--- src/rtl/core/sds_pkg.sv ---
// package for the scan disk scheduler
// widths, register indexes and controller/datapath command and status types
// no dependencies
`default_nettype none

package sds_pkg;

  localparam int DATA_W           = 16;
  localparam int SEEK_W           = 21;
  localparam int MAX_REQUESTS_DEF = 16;
  localparam int CFG_ADDR_W       = 3;
  localparam int CFG_DATA_W       = 32;

  localparam logic [DATA_W-1:0] START_RESET = 16'd0;
  localparam logic [DATA_W-1:0] END_RESET   = 16'd199;

  localparam logic REG_START = 1'b0;
  localparam logic REG_END   = 1'b1;

  typedef struct packed {
    logic ins_req;
    logic ins_head;
    logic ins_end;
    logic prep;
    logic fetch;
    logic emit;
    logic clear;
  } sds_cmd_t;

  typedef struct packed {
    logic out_free;
    logic last_move;
  } sds_stat_t;

endpackage

`default_nettype wire

--- src/rtl/core/sds_if.sv ---
// valid/ready channel interfaces for the scan disk scheduler
// depends on sds_pkg
`default_nettype none

interface sds_in_if import sds_pkg::*; ();
  logic              valid;
  logic              ready;
  logic [DATA_W-1:0] request_cylinder;
  logic              last_request;

  modport source (output valid, output request_cylinder, output last_request, input ready);
  modport sink (input valid, input request_cylinder, input last_request, output ready);
endinterface

interface sds_out_if import sds_pkg::*; ();
  logic              valid;
  logic              ready;
  logic [DATA_W-1:0] from_cylinder;
  logic [DATA_W-1:0] to_cylinder;
  logic [SEEK_W-1:0] seek_total;
  logic              last_move;

  modport source (output valid, output from_cylinder, output to_cylinder,
                  output seek_total, output last_move, input ready);
  modport sink (input valid, input from_cylinder, input to_cylinder,
                input seek_total, input last_move, output ready);
endinterface

`default_nettype wire

--- src/rtl/core/sds_datapath.sv ---
// datapath: insertion-sorted cell row, walk index and seek accumulator, output register
// depends on sds_pkg and sds_out_if
`default_nettype none

module sds_datapath import sds_pkg::*; #(
  parameter int MAX_REQUESTS = MAX_REQUESTS_DEF
) (
  input  wire logic              clk,
  input  wire logic              rst_n,
  input  wire sds_cmd_t          cmd,
  output sds_stat_t              stat,
  input  wire logic [DATA_W-1:0] request_cylinder,
  input  wire logic [DATA_W-1:0] start_cylinder,
  input  wire logic [DATA_W-1:0] end_cylinder,
  sds_out_if.source              out_if
);

  localparam int DEPTH = MAX_REQUESTS + 2;
  localparam int IDX_W = $clog2(DEPTH);
  localparam int CNT_W = $clog2(DEPTH + 1);

  logic [DATA_W-1:0] sorted_r [DEPTH];
  logic [DATA_W-1:0] sorted_nxt [DEPTH];
  logic [CNT_W-1:0]  cnt_r;
  logic [IDX_W-1:0]  pos_r;
  logic [IDX_W-1:0]  idx_r;
  logic              up_r;
  logic [DATA_W-1:0] prev_r;
  logic [DATA_W-1:0] rd_r;
  logic [SEEK_W-1:0] acc_r;
  logic              out_valid_r;
  logic [DATA_W-1:0] out_from_r;
  logic [DATA_W-1:0] out_to_r;
  logic [SEEK_W-1:0] out_seek_r;
  logic              out_last_r;

  logic [DATA_W-1:0] ins_val;
  logic [DEPTH-1:0]  lt;
  logic [DEPTH-1:0]  lt_prev;
  logic [CNT_W-1:0]  ins_pos;
  logic              room;
  logic              ins_en;
  logic [DATA_W-1:0] delta;
  logic [SEEK_W-1:0] acc_nxt;
  logic              at_top;

  assign room   = cnt_r < CNT_W'(MAX_REQUESTS);
  assign ins_en = (cmd.ins_req && room) || cmd.ins_head || cmd.ins_end;

  always_comb begin
    priority if (cmd.ins_head) begin
      ins_val = start_cylinder;
    end else if (cmd.ins_end) begin
      ins_val = end_cylinder;
    end else begin
      ins_val = request_cylinder;
    end
  end

  always_comb begin
    ins_pos = '0;
    for (int i = 0; i < DEPTH; i++) begin
      lt[i]   = (CNT_W'(i) < cnt_r) && (sorted_r[i] < ins_val);
      ins_pos = ins_pos + CNT_W'(lt[i]);
    end
  end

  // entries below the insert point stay, the point takes the new value, the rest move up
  assign lt_prev = {lt[DEPTH-2:0], 1'b1};

  for (genvar g = 0; g < DEPTH; g++) begin : g_cell
    if (g == 0) begin : g_first
      assign sorted_nxt[g] = lt[g] ? sorted_r[g] : ins_val;
    end else begin : g_rest
      assign sorted_nxt[g] = lt[g] ? sorted_r[g] :
                             (lt_prev[g] ? ins_val : sorted_r[g-1]);
    end
  end

  assign delta   = (rd_r >= prev_r) ? (rd_r - prev_r) : (prev_r - rd_r);
  assign acc_nxt = acc_r + SEEK_W'(delta);
  assign at_top  = CNT_W'(idx_r) == (cnt_r - CNT_W'(1));

  assign stat.out_free  = !out_valid_r || out_if.ready;
  assign stat.last_move = up_r ? (at_top && (pos_r == '0)) : (idx_r == '0);

  always_ff @(posedge clk) begin
    if (ins_en) begin
      for (int i = 0; i < DEPTH; i++) begin
        sorted_r[i] <= sorted_nxt[i];
      end
    end
    if (cmd.ins_head) begin
      pos_r <= ins_pos[IDX_W-1:0];
    end else if (cmd.ins_end && (end_cylinder < start_cylinder)) begin
      pos_r <= pos_r + IDX_W'(1);
    end
    if (cmd.prep) begin
      prev_r <= sorted_r[pos_r];
      acc_r  <= '0;
      if ((CNT_W'(pos_r) + CNT_W'(1)) < cnt_r) begin
        idx_r <= pos_r + IDX_W'(1);
      end else begin
        idx_r <= pos_r - IDX_W'(1);
      end
    end
    if (cmd.fetch) begin
      rd_r <= sorted_r[idx_r];
    end
    if (cmd.emit) begin
      out_from_r <= prev_r;
      out_to_r   <= rd_r;
      out_seek_r <= acc_nxt;
      out_last_r <= stat.last_move;
      prev_r     <= rd_r;
      acc_r      <= acc_nxt;
      if (up_r && !at_top) begin
        idx_r <= idx_r + IDX_W'(1);
      end else begin
        idx_r <= (up_r ? pos_r : idx_r) - IDX_W'(1);
      end
    end
  end

  always_ff @(posedge clk) begin
    if (!rst_n) begin
      cnt_r       <= '0;
      up_r        <= 1'b0;
      out_valid_r <= 1'b0;
    end else begin
      if (cmd.clear) begin
        cnt_r <= '0;
      end else if (ins_en) begin
        cnt_r <= cnt_r + CNT_W'(1);
      end
      if (cmd.prep) begin
        up_r <= (CNT_W'(pos_r) + CNT_W'(1)) < cnt_r;
      end else if (cmd.emit && at_top) begin
        up_r <= 1'b0;
      end
      if (cmd.emit) begin
        out_valid_r <= 1'b1;
      end else if (out_if.ready) begin
        out_valid_r <= 1'b0;
      end
    end
  end

  assign out_if.valid         = out_valid_r;
  assign out_if.from_cylinder = out_from_r;
  assign out_if.to_cylinder   = out_to_r;
  assign out_if.seek_total    = out_seek_r;
  assign out_if.last_move     = out_last_r;

endmodule

`default_nettype wire

--- src/rtl/core/sds_ctrl.sv ---
// controller: batch loading, head/end insertion and move sequencing
// depends on sds_pkg
`default_nettype none

module sds_ctrl import sds_pkg::*; (
  input  wire logic      clk,
  input  wire logic      rst_n,
  input  wire logic      in_valid,
  input  wire logic      in_last,
  output logic           in_ready,
  input  wire sds_stat_t stat,
  output sds_cmd_t       cmd
);

  typedef enum logic [2:0] {
    ST_LOAD,
    ST_HEAD,
    ST_END,
    ST_PREP,
    ST_FETCH,
    ST_EMIT
  } state_t;

  state_t state_r;

  assign in_ready = state_r == ST_LOAD;

  always_comb begin
    cmd          = '0;
    cmd.ins_req  = in_valid && in_ready;
    cmd.ins_head = state_r == ST_HEAD;
    cmd.ins_end  = state_r == ST_END;
    cmd.prep     = state_r == ST_PREP;
    cmd.fetch    = state_r == ST_FETCH;
    cmd.emit     = (state_r == ST_EMIT) && stat.out_free;
    cmd.clear    = cmd.emit && stat.last_move;
  end

  always_ff @(posedge clk) begin
    if (!rst_n) begin
      state_r <= ST_LOAD;
    end else begin
      unique case (state_r)
        ST_LOAD: begin
          if (in_valid && in_last) begin
            state_r <= ST_HEAD;
          end
        end
        ST_HEAD:  state_r <= ST_END;
        ST_END:   state_r <= ST_PREP;
        ST_PREP:  state_r <= ST_FETCH;
        ST_FETCH: state_r <= ST_EMIT;
        ST_EMIT: begin
          if (stat.out_free) begin
            state_r <= stat.last_move ? ST_LOAD : ST_FETCH;
          end
        end
        default: state_r <= ST_LOAD;
      endcase
    end
  end

endmodule

`default_nettype wire

--- src/rtl/core/scan_disk_scheduler.sv ---
// SCAN (elevator) disk scheduler: the request channel loads one cylinder per
// transaction; a transaction with last_request set closes the batch. The head
// position and the end cylinder are APB registers (0x0 and 0x4) and join the set.
// The block then emits one move transaction per step: up from the head to the
// top of the sorted set, then down through the entries below the head, each
// with a running seek total; last_move marks the final one.
// Loading takes one request per cycle (sorted insertion into a cell row).
// After the closing transaction the head and then the end are inserted and
// the walk is prepared; each move is then a read of the sorted row followed
// by the distance add into the output register. n requests give n+1 moves.
// Requests beyond MAX_REQUESTS are dropped. The request channel is held off
// during service; the next batch loads while the final move still waits.
// A receiver stall holds the output register and pauses the walk.
// Reset empties the batch, clears the output and loads head 0, end 199.
// depends on sds_pkg, sds_if, sds_ctrl and sds_datapath
`default_nettype none

module scan_disk_scheduler import sds_pkg::*; #(
  parameter int MAX_REQUESTS = MAX_REQUESTS_DEF
) (
  input  wire logic                  clk,
  input  wire logic                  rst_n,
  sds_in_if.sink                     in_if,
  sds_out_if.source                  out_if,
  input  wire logic                  cfg_psel,
  input  wire logic                  cfg_penable,
  input  wire logic                  cfg_pwrite,
  input  wire logic [CFG_ADDR_W-1:0] cfg_paddr,
  input  wire logic [CFG_DATA_W-1:0] cfg_pwdata,
  output logic      [CFG_DATA_W-1:0] cfg_prdata,
  output logic                       cfg_pready
);

  logic [DATA_W-1:0] start_r;
  logic [DATA_W-1:0] end_r;
  logic              cfg_wr;
  sds_cmd_t          cmd;
  sds_stat_t         stat;

  assign cfg_pready = 1'b1;
  assign cfg_wr     = cfg_psel && cfg_penable && cfg_pwrite;

  always_ff @(posedge clk) begin
    if (!rst_n) begin
      start_r <= START_RESET;
      end_r   <= END_RESET;
    end else if (cfg_wr) begin
      unique case (cfg_paddr[2])
        REG_START: start_r <= cfg_pwdata[DATA_W-1:0];
        REG_END:   end_r   <= cfg_pwdata[DATA_W-1:0];
        default:   start_r <= start_r;
      endcase
    end
  end

  always_comb begin
    unique case (cfg_paddr[2])
      REG_START: cfg_prdata = CFG_DATA_W'(start_r);
      REG_END:   cfg_prdata = CFG_DATA_W'(end_r);
      default:   cfg_prdata = '0;
    endcase
  end

  sds_ctrl u_ctrl (
    .clk      (clk),
    .rst_n    (rst_n),
    .in_valid (in_if.valid),
    .in_last  (in_if.last_request),
    .in_ready (in_if.ready),
    .stat     (stat),
    .cmd      (cmd)
  );

  sds_datapath #(
    .MAX_REQUESTS (MAX_REQUESTS)
  ) u_datapath (
    .clk              (clk),
    .rst_n            (rst_n),
    .cmd              (cmd),
    .stat             (stat),
    .request_cylinder (in_if.request_cylinder),
    .start_cylinder   (start_r),
    .end_cylinder     (end_r),
    .out_if           (out_if)
  );

endmodule

`default_nettype wire

--- src/flat_wrapper.sv ---
// flat-port wrapper written by rule: the top's interface ports become plain ports
module scan_disk_scheduler_flat import sds_pkg::*;
#(
  parameter int MAX_REQUESTS = MAX_REQUESTS_DEF
)
  (clk, rst_n, cfg_psel, cfg_penable, cfg_pwrite, cfg_paddr, cfg_pwdata, cfg_prdata, cfg_pready, in_if_valid, in_if_request_cylinder, in_if_last_request, in_if_ready, out_if_valid, out_if_from_cylinder, out_if_to_cylinder, out_if_seek_total, out_if_last_move, out_if_ready);
  sds_in_if in_if_i ();
  sds_out_if out_if_i ();
  input  wire logic clk;
  input  wire logic rst_n;
  input  wire logic cfg_psel;
  input  wire logic cfg_penable;
  input  wire logic cfg_pwrite;
  input  wire logic [CFG_ADDR_W-1:0] cfg_paddr;
  input  wire logic [CFG_DATA_W-1:0] cfg_pwdata;
  output logic      [CFG_DATA_W-1:0] cfg_prdata;
  output logic cfg_pready;
  input wire logic [$bits(in_if_i.valid)-1:0] in_if_valid;
  input wire logic [$bits(in_if_i.request_cylinder)-1:0] in_if_request_cylinder;
  input wire logic [$bits(in_if_i.last_request)-1:0] in_if_last_request;
  output wire logic [$bits(in_if_i.ready)-1:0] in_if_ready;
  output wire logic [$bits(out_if_i.valid)-1:0] out_if_valid;
  output wire logic [$bits(out_if_i.from_cylinder)-1:0] out_if_from_cylinder;
  output wire logic [$bits(out_if_i.to_cylinder)-1:0] out_if_to_cylinder;
  output wire logic [$bits(out_if_i.seek_total)-1:0] out_if_seek_total;
  output wire logic [$bits(out_if_i.last_move)-1:0] out_if_last_move;
  input wire logic [$bits(out_if_i.ready)-1:0] out_if_ready;
  assign in_if_i.valid = in_if_valid;
  assign in_if_i.request_cylinder = in_if_request_cylinder;
  assign in_if_i.last_request = in_if_last_request;
  assign in_if_ready = in_if_i.ready;
  assign out_if_valid = out_if_i.valid;
  assign out_if_from_cylinder = out_if_i.from_cylinder;
  assign out_if_to_cylinder = out_if_i.to_cylinder;
  assign out_if_seek_total = out_if_i.seek_total;
  assign out_if_last_move = out_if_i.last_move;
  assign out_if_i.ready = out_if_ready;
  scan_disk_scheduler #(.MAX_REQUESTS(MAX_REQUESTS)) u_core (.clk(clk), .rst_n(rst_n), .in_if(in_if_i), .out_if(out_if_i), .cfg_psel(cfg_psel), .cfg_penable(cfg_penable), .cfg_pwrite(cfg_pwrite), .cfg_paddr(cfg_paddr), .cfg_pwdata(cfg_pwdata), .cfg_prdata(cfg_prdata), .cfg_pready(cfg_pready));
endmodule
--- config.mk ---
export PLATFORM = sky130hd
export DESIGN_NAME = scan_disk_scheduler_flat
export DESIGN_NICKNAME = d
export VERILOG_FILES = /design/src/rtl/core/sds_pkg.sv /design/src/rtl/core/sds_if.sv /design/src/rtl/core/sds_datapath.sv /design/src/rtl/core/sds_ctrl.sv /design/src/rtl/core/scan_disk_scheduler.sv /design/src/flat_wrapper.sv
export SDC_FILE = /design/constraint.sdc
export NUM_CORES = 1
export LEC_CHECK = 0
export ABC_AREA = 1
export BUFFER_PORTS_ARGS = -buffer_cell sky130_fd_sc_hd__buf_2
export CAP_MARGIN = 20
export CELL_PAD_IN_SITES_DETAIL_PLACEMENT = 0
export CELL_PAD_IN_SITES_GLOBAL_PLACEMENT = 1
export CORE_ASPECT_RATIO = 1.4
export CORE_MARGIN = 3
export CORE_UTILIZATION = 40
export CTS_CLUSTER_DIAMETER = 60
export CTS_CLUSTER_SIZE = 16
export DETAILED_ROUTE_END_ITERATION = 8
export HOLD_SLACK_MARGIN = 0.06
export MAX_ROUTING_LAYER = met4
export PLACE_DENSITY_LB_ADDON = 0.1
export SYNTH_ARGS = -nofsm -noshare
export SYNTH_HDL_FRONTEND = slang
export SYNTH_SLANG_ARGS = --single-unit
--- constraint.sdc ---
create_clock -name clk -period 9.2 [get_ports clk]
set_input_delay 0.46 -clock clk [delete_from_list [all_inputs] [get_ports clk]]
set_output_delay 0.46 -clock clk [all_outputs]
set_load 0.01 [all_outputs]
==> out/metrics.sh <==
RUN_STATUS='completed'
POWER-PER-CELL-AREA_mW_PER_MM2=299.5
MAX_STAGE_DELAY_NS=0.55
LAYOUT-DRIVE-GT1-SHARE_PCT=9.131
MAXCAPVIOLATIONS=0
FINAL.SETUP_SKEW_NS=0.03110
TIMING.FINAL.SETUP_VIOLATIONS=0
LAYOUT.NETS=4918
SYNTHESIS.AREA_PER_INSTANCE_UM2=7.825
YS_SEQ_AREA_SHARE_PCT=37.75
WORST_R2R_PATH_DEPTH=33
GRT_ANTENNA_BEFORE_REPAIR=3
POWER.COMBINATIONAL.FRACTION_PCT=47.4
DPL_CELL_AREA_MM2=0.03636
WORSTSKEWPAIRLATENCY_NS=0.63
SYNTH_AREA_LEADERS='sky130_fd_sc_hd__edfxtp_1 35%, sky130_fd_sc_hd__ha_1 13%, sky130_fd_sc_hd__nand2_1 12%, sky130_fd_sc_hd__o21ai_0 7.3%, sky130_fd_sc_hd__a21oi_1 5.4%'
FINISH.CELL_COUNT_WITHOUT_FILLERS=5622
PRIMARY_FLIP_FLOP_CELL_CHOSEN_BY_SYNTHESIS_MAPPING='sky130_fd_sc_hd__edfxtp_1'
PLACEMENT.IO_BUFFERS=112
POST-ROUTE-PERIOD-UTIL_PCT=87.98
PLACE.DETAILED.INSTANCES=5526
FINALMAXSLEWVIOLATIONS=0
ANT_NETS=0
TIGHTESTPINTRANSITION_NS=1.040
PLACEABLECOREAREA_MM2=0.08581
DRCVIOLATIONCOUNT=0
RSZ0062_AT_GRT='false'
DIE_H_UM=354.5
LAYOUT_COMMONEST_CELL='sky130_fd_sc_hd__nand2_1'
YS_FF_LATCH=452
YOSYS.AREA.TOP_TYPE_SHARE_PCT=35.04
REQUIRED_NS=9.69
CELLINTERNALPOWER_mW=6.024
LAYOUT_STAGE_AREA_GROWTH_OVER_THE_SYNTHESIS_RESULT_PCT=9.648
FMAX_GHz=0.1235
P_LEAK_nW=16.98
CRIT_TYPE='reg -> reg'
FLOORPLAN.IO_PINS=148
GRT_FIRST_PASS_WIRELENGTH_UM=197500
SYNTHESIS.AREA_MM2=0.03470
WORST_SETUP_PATH_START_KIND='register'
NETSWITCHINGPOWER_mW=5.373
DIE_AREA_MM2=0.09038
NUMCLOCKSINKS=452
SYNTH-EDFF-COUNT=405
CTS-ROOT-BUF='sky130_fd_sc_hd__clkbuf_16'
SWSHARE_PCT=47.14
MIN_PERIOD_NS=8.094
MIN_PATH_TYPE='in -> reg'
SYNTH_TOP_AREA_CELL='sky130_fd_sc_hd__edfxtp_1'
CLK_PIN_SLEW_WORST_PATHS_NS=0.07
POST_CTS_BUFFERS=0
WORST_RELATIVE_SLEW_SLACK_PCT=30.57
DRT-VIAS-PER-INSTANCE=5.604
SETUP.WORST_PATH.END_CLASS='register'
GRT_OVERFLOW_TOTAL=0
CPMAXSTAGEDELAYCELL='sky130_fd_sc_hd__fa_1'
WORST_PATH_MAX_FANOUT=19
GLOBAL_ROUTE.USAGE.TOTAL_PCT=30.01
LAYOUT.CORE_UTILIZATION_PCT=44.35
FLOORPLAN.DIE.WIDTH_UM=254.9
DRT_ITER0_MARKERS=2462
CLOCKBUFFERDEPTH=3
TOTAL_POWER_mW=11.40
SYN-INSTANCE-COUNT=4435
YOSYS.CELL_TYPES.COUNT=63
WHS_PATH_DEPTH=3
FLOORPLAN.INITIALDENSITY_PCT=40.44
FINAL_CELL_MIX='1082 x sky130_fd_sc_hd__nand2_1, 503 x sky130_fd_sc_hd__o21ai_0, 405 x sky130_fd_sc_hd__edfxtp_1, 372 x sky130_fd_sc_hd__a21oi_1, 369 x sky130_fd_sc_hd__nand3_1'
YOSYS_WARNINGS=0
TRITONCTS='done'
PLACE.DETAILED.HPWL_UM=98940
FIN_SETUP_TNS_NS=0
IR_DROP_mV=0.1788
TRITONCTS.NUM_BUFFERS=45
H-TREE-DEPTH=2
DRT-PASS1-ITER-COUNT=9
CRIT_PATH_FREQUENT_CELL='sky130_fd_sc_hd__inv_1'
VIAS=31510
ROUTED_WL_UM=133400
DRT-WIRELENGTH-PER-CELL_UM=23.72
FINAL_HOLD_FAILS=0
FP-ROW-COUNT=127
POWER.SHARE.CLOCK_PCT=17.8
WORST_EP_ARRIVAL_TIME_NS=8.59
FIRST_GLOBAL_VIAS=30630
ROUTABILITYCONGESTION=0.9022
PIN_COUNT_OF_THE_BIGGEST_NET_ENTERING_GLOBAL_ROUTING=120
POWER.SHARE.SEQUENTIAL_PCT=34.8
POST-ROUTE-CELL-AREA_MM2=0.03805
ASYNC_FLOP_SHARE_PCT=0
## cell type report
type / instances / area (um2)
Sequential cell: 452 / 13110
Fill cell: 8743 / 47750
Tap cell: 1096 / 1371
Clock buffer: 48 / 1137
Inverter: 342 / 1286
Antenna cell: 3 / 7.507
Multi-Input combinational cell: 3423 / 19230
Timing Repair Buffer: 227 / 1511
Clock inverter: 31 / 394.1
## Yosys cell counts, drive strengths merged, types with 16 or more instances
| library cell | instances |
|---|---|
| o21ai | 526 |
| nand2 | 1139 |
| edfxtp | 405 |
| clkbuf | 120 |
| inv | 338 |
| buf | 113 |
| xor2 | 33 |
| o211ai | 55 |
| or2 | 21 |
| nor3 | 20 |
| o22ai | 16 |
| a21oi | 373 |
| nand3 | 378 |
| nor2 | 334 |
| a211oi | 32 |
| ha | 353 |
| dfxtp | 47 |
| nand4 | 31 |
## power groups by stage
stage | logic [mW] | registers (mW) | clock network, mW
after global placement | 5.28 | 3.99 | 0
after global routing | 6.10 | 4.02 | 2.14
final | 5.40 | 3.97 | 2.03
after CTS | 5.38 | 3.95 | 2.08
after floorplan | 3.62 | 3.64 | 0
after detailed placement | 5.35 | 3.99 | 0
## final timing paths
kind | from | end | slack [ns]
worst max-delay path | u_core.u_ctrl.state_r[2] | register | 1.11
worst min-delay path | cfg_pwdata[1] | u_core.end_r[1] | 0.09
worst max register to register | u_core.u_ctrl.state_r[2] | register | 1.11
worst min register to register | u_core.u_datapath.prev_r[15] | u_core.u_datapath.out_if.from_cylinder[15] | 0.48
## cells by family after synthesis
kind of cell	Yosys count	synth area share (%)
flops	452	37.75
buf+inv	575	7.023
compound gates	1047	16.35
simple gates	1946	24.12
other cells	2	0.02164
xor+xnor	45	1.136
fa+ha+maj	368	13.59
## registers in the layout, indices dropped and copies added (netlist names), 16 cells and up, named ones only
| register | flops |
|---|---|
| u_core.end_r | 16 |
| u_core.start_r | 16 |
| u_core.u_datapath.acc_r | 21 |
| u_core.u_datapath.out_if.from_cylinder | 16 |
| u_core.u_datapath.out_if.seek_total | 21 |
| u_core.u_datapath.out_if.to_cylinder | 16 |
| u_core.u_datapath.prev_r | 16 |
| u_core.u_datapath.rd_r | 16 |
| u_core.u_datapath.sorted_r | 288 |
## critical path, delay by kind of cell (launching register included)
family	cells	cell delay, ns
DFF	1	0.40
adders and majority gates	8	3.21
buffers and inverters	10	1.67
AOI/OAI and AO/OA	6	0.77
and+or+nand+nor	9	1.90
## timing repair
action	4_1_cts	5_1_grt
hold buffers	13	0
gates resized for setup	0	0
endpoints found under the hold margin	13	0
## layer usage
metal	wire (um)	up-vias	global-route usage, %	share of wire (%)
met5	0	-	-	0
met4	7093	0	13.61	5.3
met3	6156	291	3.232	4.6
met2	67880	949	52.43	51
met1	52250	14910	34.46	39
li1	-	15350	-	-
## through the flow
step           hold WS, ns  setup slack [ns]
2_1_floorplan       0.4264             2.436
3_3_place_gp        0.4759             1.049
3_5_place_dp        0.4626             1.053
4_1_cts            0.06009             1.020
5_1_grt            0.08818            0.5539
6_report           0.08847             1.106
(Power assumes the default switching activity.)
